[src/hdl/rfc_pkg.sv]
// Shared types and constants of the radio receive frame checker.
`default_nettype none

package rfc_pkg;

    localparam int unsigned BYTE_W   = 8;
    localparam int unsigned STATUS_W = 3;
    localparam int unsigned LEN_W    = 7;
    localparam int unsigned CORR_W   = 7;

    // Two footer bytes follow the payload.
    localparam logic [BYTE_W-1:0] FOOT_BYTES = 8'd2;
    localparam int unsigned CRC_OK_BIT = 7;
    localparam logic [BYTE_W-1:0] CORR_MASK = 8'h7f;

    localparam logic [LEN_W-1:0]  MAX_PAYLOAD_RST = 7'd125;
    localparam logic [BYTE_W-1:0] RSSI_BIAS_RST   = 8'hd3;

    // Configuration register indexes.
    localparam logic CFG_MAX_PAYLOAD = 1'b0;
    localparam logic CFG_RSSI_BIAS   = 1'b1;

    typedef enum logic [STATUS_W-1:0] {
        ST_DATA   = 3'd0,
        ST_OK     = 3'd1,
        ST_BADCRC = 3'd2,
        ST_SYNC   = 3'd3,
        ST_SHORT  = 3'd4,
        ST_LONG   = 3'd5
    } status_t;

    typedef enum logic [3:0] {
        PH_LEN = 4'b0001,
        PH_PAY = 4'b0010,
        PH_F0  = 4'b0100,
        PH_F1  = 4'b1000
    } phase_t;

    typedef struct packed {
        logic              present;
        logic [BYTE_W-1:0] data_byte;
        status_t           status;
        logic [LEN_W-1:0]  payload_length;
        logic signed [BYTE_W-1:0] rssi_dbm;
        logic [CORR_W-1:0] correlation;
        logic              flush_request;
        logic              last;
    } result_t;

endpackage : rfc_pkg

`default_nettype wire

[src/hdl/rfc_parser.sv]
// Frame parser: frame state, length checks and per-byte result decode.
`default_nettype none

module rfc_parser #(
    parameter int unsigned MAX_FRAME_LEN = 127
) (
    input  wire logic                      clk,
    input  wire logic                      rst_n,
    input  wire logic                      advance,
    input  wire logic [rfc_pkg::BYTE_W-1:0] rx_byte,
    input  wire logic [rfc_pkg::LEN_W-1:0]  max_payload,
    input  wire logic [rfc_pkg::BYTE_W-1:0] rssi_bias,
    output rfc_pkg::result_t                result
);
    import rfc_pkg::*;

    localparam logic [BYTE_W-1:0] MAX_LEN_B = BYTE_W'(MAX_FRAME_LEN);

    phase_t            phase_reg, phase_next;
    logic [LEN_W-1:0]  bytes_left_reg, bytes_left_next;
    logic [LEN_W-1:0]  frame_len_reg, frame_len_next;
    logic [BYTE_W-1:0] rssi_raw_reg, rssi_raw_next;

    logic [BYTE_W-1:0] plen_full;
    logic [LEN_W-1:0]  plen;
    logic [LEN_W-1:0]  left_dec;

    assign plen_full = rx_byte - FOOT_BYTES;
    assign plen      = plen_full[LEN_W-1:0];
    assign left_dec  = bytes_left_reg - LEN_W'(1);

    always_comb
    begin
        phase_next      = phase_reg;
        bytes_left_next = bytes_left_reg;
        frame_len_next  = frame_len_reg;
        rssi_raw_next   = rssi_raw_reg;

        result                = '0;
        result.status         = ST_DATA;

        case (phase_reg)
            PH_LEN:
            begin
                if (rx_byte > MAX_LEN_B)
                begin
                    result.present       = 1'b1;
                    result.status        = ST_SYNC;
                    result.flush_request = 1'b1;
                    result.last          = 1'b1;
                end
                else if (rx_byte <= FOOT_BYTES)
                begin
                    result.present       = 1'b1;
                    result.status        = ST_SHORT;
                    result.flush_request = 1'b1;
                    result.last          = 1'b1;
                end
                else if (plen_full > {1'b0, max_payload})
                begin
                    result.present       = 1'b1;
                    result.status        = ST_LONG;
                    result.flush_request = 1'b1;
                    result.last          = 1'b1;
                end
                else
                begin
                    frame_len_next  = plen;
                    bytes_left_next = plen;
                    phase_next      = PH_PAY;
                end
            end
            PH_PAY:
            begin
                bytes_left_next  = left_dec;
                if (left_dec == '0)
                    phase_next = PH_F0;
                result.present   = 1'b1;
                result.data_byte = rx_byte;
            end
            PH_F0:
            begin
                rssi_raw_next = rx_byte;
                phase_next    = PH_F1;
            end
            PH_F1:
            begin
                phase_next     = PH_LEN;
                result.present = 1'b1;
                result.last    = 1'b1;
                if (rx_byte[CRC_OK_BIT])
                begin
                    result.status         = ST_OK;
                    result.payload_length = frame_len_reg;
                    result.rssi_dbm       = $signed(rssi_raw_reg + rssi_bias);
                    result.correlation    = CORR_W'(rx_byte & CORR_MASK);
                end
                else
                begin
                    result.status = ST_BADCRC;
                end
            end
            default:
            begin
                phase_next = PH_LEN;
            end
        endcase
    end

    always_ff @(posedge clk or negedge rst_n)
    begin
        if (!rst_n)
        begin
            phase_reg      <= PH_LEN;
            bytes_left_reg <= '0;
            frame_len_reg  <= '0;
        end
        else if (advance)
        begin
            phase_reg      <= phase_next;
            bytes_left_reg <= bytes_left_next;
            frame_len_reg  <= frame_len_next;
        end
    end

    // RSSI byte is always written in footer 0 before footer 1 reads it.
    always_ff @(posedge clk)
    begin
        if (advance)
            rssi_raw_reg <= rssi_raw_next;
    end

endmodule : rfc_parser

`default_nettype wire

[src/hdl/rfc_out_stage.sv]
// Result register of the checker with its valid flag toward the master side.
`default_nettype none

module rfc_out_stage (
    input  wire logic             clk,
    input  wire logic             rst_n,
    input  wire logic             advance,
    input  wire rfc_pkg::result_t result,
    input  wire logic             out_ready,
    output logic                  out_free,
    output logic                  out_valid,
    output rfc_pkg::result_t      out_result
);
    import rfc_pkg::*;

    logic    valid_reg, valid_next;
    result_t result_reg;
    logic    load;

    assign out_free = !valid_reg || out_ready;
    assign load     = advance && result.present;

    always_comb
    begin
        valid_next = valid_reg;
        if (load)
            valid_next = 1'b1;
        else if (out_ready)
            valid_next = 1'b0;
    end

    always_ff @(posedge clk or negedge rst_n)
    begin
        if (!rst_n)
            valid_reg <= 1'b0;
        else
            valid_reg <= valid_next;
    end

    always_ff @(posedge clk)
    begin
        if (load)
            result_reg <= result;
    end

    assign out_valid  = valid_reg;
    assign out_result = result_reg;

endmodule : rfc_out_stage

`default_nettype wire

[src/hdl/radio_rx_frame_checker_core.sv]
// Top level of the radio receive frame checker: input register, config, parser, result register.
//
//   channel   direction  transaction content
//   s_axis    in         tdata: rx_byte
//   m_axis    out        tdata/tuser/tlast: one result per payload byte or frame end
//   cfg       in         cfg_addr 0 max_payload, 1 rssi_bias
//
// One byte per cycle sustained while m_axis_tready is high.
// The input register and the result register each hold one transaction; a byte
// moves on when the result register is empty or being drained in that cycle.
// Reset clears the frame phase, byte count and length; the next byte is taken as a length byte.
// A stall on m_axis backs up through the input register to s_axis_tready.
`default_nettype none

module radio_rx_frame_checker_core #(
    parameter int unsigned MAX_FRAME_LEN = 127
) (
    input  wire logic        clk,
    input  wire logic        rst_n,

    input  wire logic        s_axis_tvalid,
    output logic             s_axis_tready,
    input  wire logic [7:0]  s_axis_tdata,   // [7:0] rx_byte

    output logic             m_axis_tvalid,
    input  wire logic        m_axis_tready,
    // [7:0] data_byte, [14:8] payload_length, [22:15] rssi_dbm,
    // [29:23] correlation, [30] flush_request, [31] zero
    output logic [31:0]      m_axis_tdata,
    output logic [2:0]       m_axis_tuser,   // [2:0] status
    output logic             m_axis_tlast,

    input  wire logic        cfg_we,
    input  wire logic        cfg_addr,
    input  wire logic [7:0]  cfg_wdata
);
    import rfc_pkg::*;

    logic [LEN_W-1:0]  max_payload_reg;
    logic [BYTE_W-1:0] rssi_bias_reg;

    logic              in_valid_reg;
    logic [BYTE_W-1:0] in_byte_reg;

    logic    advance;
    logic    out_free;
    result_t result;
    result_t out_result;

    always_ff @(posedge clk or negedge rst_n)
    begin
        if (!rst_n)
        begin
            max_payload_reg <= MAX_PAYLOAD_RST;
            rssi_bias_reg   <= RSSI_BIAS_RST;
        end
        else if (cfg_we)
        begin
            case (cfg_addr)
                CFG_MAX_PAYLOAD: max_payload_reg <= cfg_wdata[LEN_W-1:0];
                CFG_RSSI_BIAS:   rssi_bias_reg   <= cfg_wdata;
                default:         rssi_bias_reg   <= rssi_bias_reg;
            endcase
        end
    end

    assign advance       = in_valid_reg && out_free;
    assign s_axis_tready = !in_valid_reg || out_free;

    always_ff @(posedge clk or negedge rst_n)
    begin
        if (!rst_n)
            in_valid_reg <= 1'b0;
        else if (s_axis_tready)
            in_valid_reg <= s_axis_tvalid;
    end

    always_ff @(posedge clk)
    begin
        if (s_axis_tready && s_axis_tvalid)
            in_byte_reg <= s_axis_tdata;
    end

    rfc_parser #(
        .MAX_FRAME_LEN (MAX_FRAME_LEN)
    ) u_parser (
        .clk         (clk),
        .rst_n       (rst_n),
        .advance     (advance),
        .rx_byte     (in_byte_reg),
        .max_payload (max_payload_reg),
        .rssi_bias   (rssi_bias_reg),
        .result      (result)
    );

    rfc_out_stage u_out (
        .clk        (clk),
        .rst_n      (rst_n),
        .advance    (advance),
        .result     (result),
        .out_ready  (m_axis_tready),
        .out_free   (out_free),
        .out_valid  (m_axis_tvalid),
        .out_result (out_result)
    );

    assign m_axis_tdata = {1'b0,
                           out_result.flush_request,
                           out_result.correlation,
                           out_result.rssi_dbm,
                           out_result.payload_length,
                           out_result.data_byte};
    assign m_axis_tuser = out_result.status;
    assign m_axis_tlast = out_result.last;

    // Payload bytes never end a frame or request a flush.
    a_data_not_last: assert property (@(posedge clk) disable iff (!rst_n)
        (m_axis_tvalid && m_axis_tuser == ST_DATA) |-> (!m_axis_tlast && !m_axis_tdata[30]))
        else $error("payload transaction marked last or flush");

    // Flush goes with the three length errors only.
    a_flush_status: assert property (@(posedge clk) disable iff (!rst_n)
        (m_axis_tvalid && m_axis_tdata[30]) |->
            (m_axis_tuser == ST_SYNC || m_axis_tuser == ST_SHORT || m_axis_tuser == ST_LONG))
        else $error("flush on a non length error");

    // Payload length is reported on a good frame only.
    a_len_only_ok: assert property (@(posedge clk) disable iff (!rst_n)
        (m_axis_tvalid && m_axis_tdata[14:8] != 7'd0) |-> (m_axis_tuser == ST_OK))
        else $error("payload length on non ok result");

    // A held byte that cannot advance keeps the slave side stalled.
    a_in_hold: assert property (@(posedge clk) disable iff (!rst_n)
        (in_valid_reg && !out_free) |-> (!s_axis_tready ##1 in_valid_reg))
        else $error("input register dropped a transaction");

endmodule : radio_rx_frame_checker_core

`default_nettype wire

[config.mk]
export PLATFORM = sky130hd
export DESIGN_NAME = radio_rx_frame_checker_core
export DESIGN_NICKNAME = d
export VERILOG_FILES = /design/src/hdl/rfc_pkg.sv /design/src/hdl/rfc_parser.sv /design/src/hdl/rfc_out_stage.sv /design/src/hdl/radio_rx_frame_checker_core.sv
export SDC_FILE = /design/constraint.sdc
export NUM_CORES = 1
export LEC_CHECK = 0
export ABC_CLOCK_PERIOD_IN_PS = 9600
export CAP_MARGIN = 20
export CORE_MARGIN = 5
export CORE_UTILIZATION = 30
export DETAILED_ROUTE_END_ITERATION = 8
export DONT_BUFFER_PORTS = 1
export GPL_TIMING_DRIVEN = 0
export PLACE_DENSITY = 0.56
export REMOVE_ABC_BUFFERS = 1
export SLEW_MARGIN = 20
export SYNTH_ARGS = -nofsm -noshare
export SYNTH_HDL_FRONTEND = slang
export SYNTH_SLANG_ARGS = --single-unit
[constraint.sdc]
create_clock -name clk -period 9.6 [get_ports clk]
set_clock_uncertainty 0.2 [all_clocks]
set_input_delay 1.92 -clock clk [delete_from_list [all_inputs] [get_ports clk]]
set_output_delay 1.92 -clock clk [all_outputs]
set_load 0.005 [all_outputs]
* Yosys cells after proc, flatten, opt, wreduce, memory -nomap -nowiden
Cells that the tools add are included.
Word-level totals: register bits after elaboration 86, input port bits 22, output and inout port bits 38, logic and storage cells 76
Cells by class: reduce and logical (&&, ||, !) cells 18, add/subtract/negate cells 3, mux-type cells 24, bitwise gates (word level) 4, $lt $le $gt $ge 3, eq/ne operators 8
Operators with widths (number):
- $mux 7 | 3
- $mux 4 | 4
- $reduce_and 5->1 | 3
- $pmux 7 s2 | 1
- $pmux 4 s3 | 1
- $mux 3 | 3
- $add 8x8->8 | 1
- $gt 8x7->1 | 1
- $gt 8x7->1 const B | 1
- $le 8x2->1 const B | 1
- $mux 2 | 4
- $reduce_and 2->1 | 4
- $sub 8x2->8 const B | 1
- $logic_not 7->1 | 1
- $sub 7x1->7 const B | 1
- $ne 2x2->1 const B | 3
- $pmux 3 s2 | 1
- $mux 1 | 5
- $eq 4x1->1 const B | 1
- $eq 4x2->1 const B | 1
- $eq 4x3->1 const B | 1
- $eq 4x4->1 const B | 1
- $not 1->1 | 4
- $pmux 1 s2 | 2
- 6 further kinds | 11

* Longest topological paths before layout
word-level depth 8, depth in mapped cells 12, mapped depth without buffers 11

* Modules after synthesis
Synthesis repeated with hierarchy kept, for this count alone.
Unflattened totals: cells, all modules 335, area, all modules 4180.3 µm²
By module, submodules not included:
- rfc_parser | area each 2129.5 µm², times used 1, cells an instance 246, sequential area each 691.9 µm²
- rfc_out_stage | area each 1133.6 µm², times used 1, cells an instance 41, sequential area each 1106.1 µm²
- radio_rx_frame_checker_core | area each 917.1 µm², times used 1, cells an instance 48, sequential area each 654.4 µm²

* Least setup slack after synthesis
No wires, ideal clock.
kind input to output, from in m_axis_tready, to out s_axis_tready, cell stages on the path 2, data arrival time 2.263 ns, data required time 7.480 ns, path buffers 0, path slack 5.217 ns, cells stage by stage and2b_2 -> nand2_1
Between the ends: word-level cells in the longest chain between the ends 2
Ends and longest elaborated chain:
- start, declared | RTL line radio_rx_frame_checker_core.sv:26 | input wire logic m_axis_tready,
- $logic_or 1x1->1 | RTL line rfc_out_stage.sv:20 | assign out_free = !valid_reg || out_ready;
- $logic_or 1x1->1 | RTL line radio_rx_frame_checker_core.sv:68 | assign s_axis_tready = !in_valid_reg || out_free;
- end, declared | RTL line radio_rx_frame_checker_core.sv:22 | output logic s_axis_tready,
No other way between the ends.

* Final worst setup path
Same ends and word-level chain as after synthesis.

==> flow_metrics.py <==
metrics = {
    "logic_synthesis": {
        "synth_flop_cell": "edfxtp_1",
        "synth_edf_count": 51,
        "ys_seq_area_share_pct": 60.3,
        "syn_area_per_cell_um2": 12.4,
        "ys_top_cells_by_area": "edfxtp_1 (38%), dfrtp_1 (14%), dfstp_2 (7.8%), ha_1 (5.3%), mux2_2 (3.9%)",
        "ys_ff_latch": 86,
        "synth_cell_types": 58,
        "synth_top_cell_area_share_pct": 38.1,
        "syn_inst": 324,
        "async_flop_share_pct": 40.7,
        "synth_area_um2": 4020,
        "synth_area_leader_cell": "edfxtp_1",
        "yosys_warnings": 0,
    },
    "global_routing": {
        "grtUsageTotal_pct": 11.0,
        "grt_max_degree": 36,
        "antenna_found_initial": 0,
        "grt_pass1_wl_um": 13500,
        "grt_overflow": 0,
        "grt_pass1_vias": 2493,
    },
    "routing": {
        "dr.first_iter.drc_count": 119,
        "ant_nets": 0,
        "drt-total-wl_um": 8160,
        "wl_met2_um": 4030,
        "routedWlPerCell_um": 16.1,
        "drc": 0,
        "firstDrtPassIters": 4,
        "vias": 2386,
        "via_per_inst": 4.71,
        "m1WireLength_um": 3530,
        "met3WireLength_um": 483,
        "highest_layer": "met4",
    },
    "finish": {
        "nets": 366,
        "final_common_cell": "edfxtp_1",
        "drive_gt1_share_pct": 16.0,
        "layout_common_cells": "edfxtp_1 (51), nand2_1 (28), dfrtp_1 (23)",
        "area_delta_synth_final_pct": 12.0,
        "post-route-util_pct": 34.1,
        "design_area_um2": 4500,
        "largest_reg_flops": 35,
        "antenna_cells": 0,
    },
    "placed_design": {
        "place_congestion": 0.820,
        "io_buffers": 0,
        "dpl_cell_area_um2": 4210,
        "dp_hpwl_um": 6050,
    },
    "sta": {
        "fin_crit_ns": 4.44,
        "whs_ns": 0.274,
        "rsz0062_at_grt": "no",
        "fmax_ghz": 0.225,
        "finalCritPeriodShare_pct": 46.2,
        "max_slew_margin_pct": 34.5,
        "tightest_slew_ns": 0.980,
        "setup_tns_ns": 0,
        "hold_viol_final": 0,
        "setup_viol_count_final": 0,
        "timing.final.max_slew_violations": 0,
    },
    "power": {
        "vdd_drop_max_mv": 0.0999,
        "p_leak_nw": 1.81,
        "powerDensity_nw_per_um2": 275,
        "total_power_mw": 1.24,
    },
    "clocking": {
        "cts_tree": "done",
        "cts-buffers-inserted": 9,
        "clk_path_buf_depth": 2,
        "clk_pin_slew_ns": 0.06,
        "post_cts_buffers": 0,
        "cts_sinks": 86,
        "worstSkewPairLatency_ns": 0.34,
        "htreeDepth": 3,
        "hold_buffers": 0,
        "cts_resized": 0,
        "cts_root_buf": "clkbuf_16",
    },
    "worst_setup_path": {
        "slowest_stage": "and2b_2",
        "cp-end-kind": "output pin",
        "path_buf_inv": 0,
        "worstPathArrival_ns": 2.32,
        "crit_fanout": 5,
        "crit_required_ns": 7.48,
        "crit_chain": "and2b_2 > nand2_1",
        "critPathKind": "primary input to output pin",
        "critPathTopFamily": "simple AND/OR/NAND/NOR gates",
        "rr_startpoint": "in_byte_reg[1]$_DFFE_PP_",
        "max_stage_delay_ns": 0.27,
        "cp-startpoint": "m_axis_tready",
        "startpoint_type": "primary input",
    },
    "die": {
        "die_y_um": 126,
        "fp-row-count": 42,
        "die_width_um": 126,
        "die_area_um2": 15800,
        "initial_utilization_pct": 30.5,
        "io_pins": 60,
        "core_um2": 13200,
    },
    "min_path": {
        "hold_path.class": "flop to flop",
        "hold_start": "u_parser.frame_len_reg[1]$_DFFE_PN0P_",
    },
    "run_status": {
        "status": "completed",
    },
    "job": {
        "cap_violations": 0,
    },
}
==> synthesized netlist by cell type, types with 4 or more instances <==
cell,number
xnor2_1,5
dfstp_2,12
mux2_2,14
a21o_1,5
nor2_1,22
inv_1,20
xor2_1,6
a21oi_1,8
nand3_1,4
ha_1,17
edfxtp_1,51
clkbuf_1,7
nor2b_1,4
nand2_1,28
dfrtp_1,23
and3_1,17
and2_1,7
nor3_1,9
o21ai_0,16
==> final cells by class <==
class | count | area, µm²
clock inverters | 5 | 57.6
flip-flops and latches | 86 | 2420
fillers | 1279 | 8690
multi-input cells | 207 | 1470
repair buffers | 2 | 25.0
inverters | 20 | 75.1
well taps | 176 | 220
clock buffers | 11 | 233
==> routing by layer <==
layer	global-route usage [%]	vias up
li1	-	1168
met1	13.2	1160
met2	18.3	49
met3	4.32	9
met4	3.44	0
met5	0	-
==> path summary, 6_finish.rpt <==
check | to | slack, ns | cells past startpoint
max in group asynchronous | u_parser.phase_reg[0]$_DFFE_PN1P_ | 7.94 | 0
hold / removal | u_parser.frame_len_reg[1]$_DFFE_PN0P_ | 0.27 | 2
setup reg to reg | u_out.out_result[14]$_SDFFCE_PN0P_ | 5.22 | 12
min in group asynchronous | rssi_bias_reg[2]$_DFFE_PN0P_ | 1.07 | 0
hold reg to reg | u_parser.frame_len_reg[1]$_DFFE_PN0P_ | 0.27 | 2
setup / recovery | s_axis_tready | 5.16 | 2
==> kinds of logic after synthesis <==
group,share of synthesized area (%)
other,0.0933
DFF,60.3
adders and majority gates,5.79
xor gates and xnor gates,2.40
muxes,3.92
and+or+nand+nor,14.5
AOI/OAI and AO/OA,9.62
buffers and inverters,3.39
==> stage by stage <==
step,cells,setup slack (ns)
2_1_floorplan,313,5.22
3_3_place_gp,489,4.61
3_5_place_dp,491,5.16
4_1_cts,507,5.17
5_1_grt,507,4.98
6_report,507,5.16
==> report_power, final <==
part           total, mW  internal [mW]  switching [mW]
clock              0.341          0.203           0.138
sequential         0.603          0.524          0.0787
combinational      0.295          0.127           0.168
total               1.24          0.853           0.385
No activity file was read; power rests on OpenSTA's default activity.
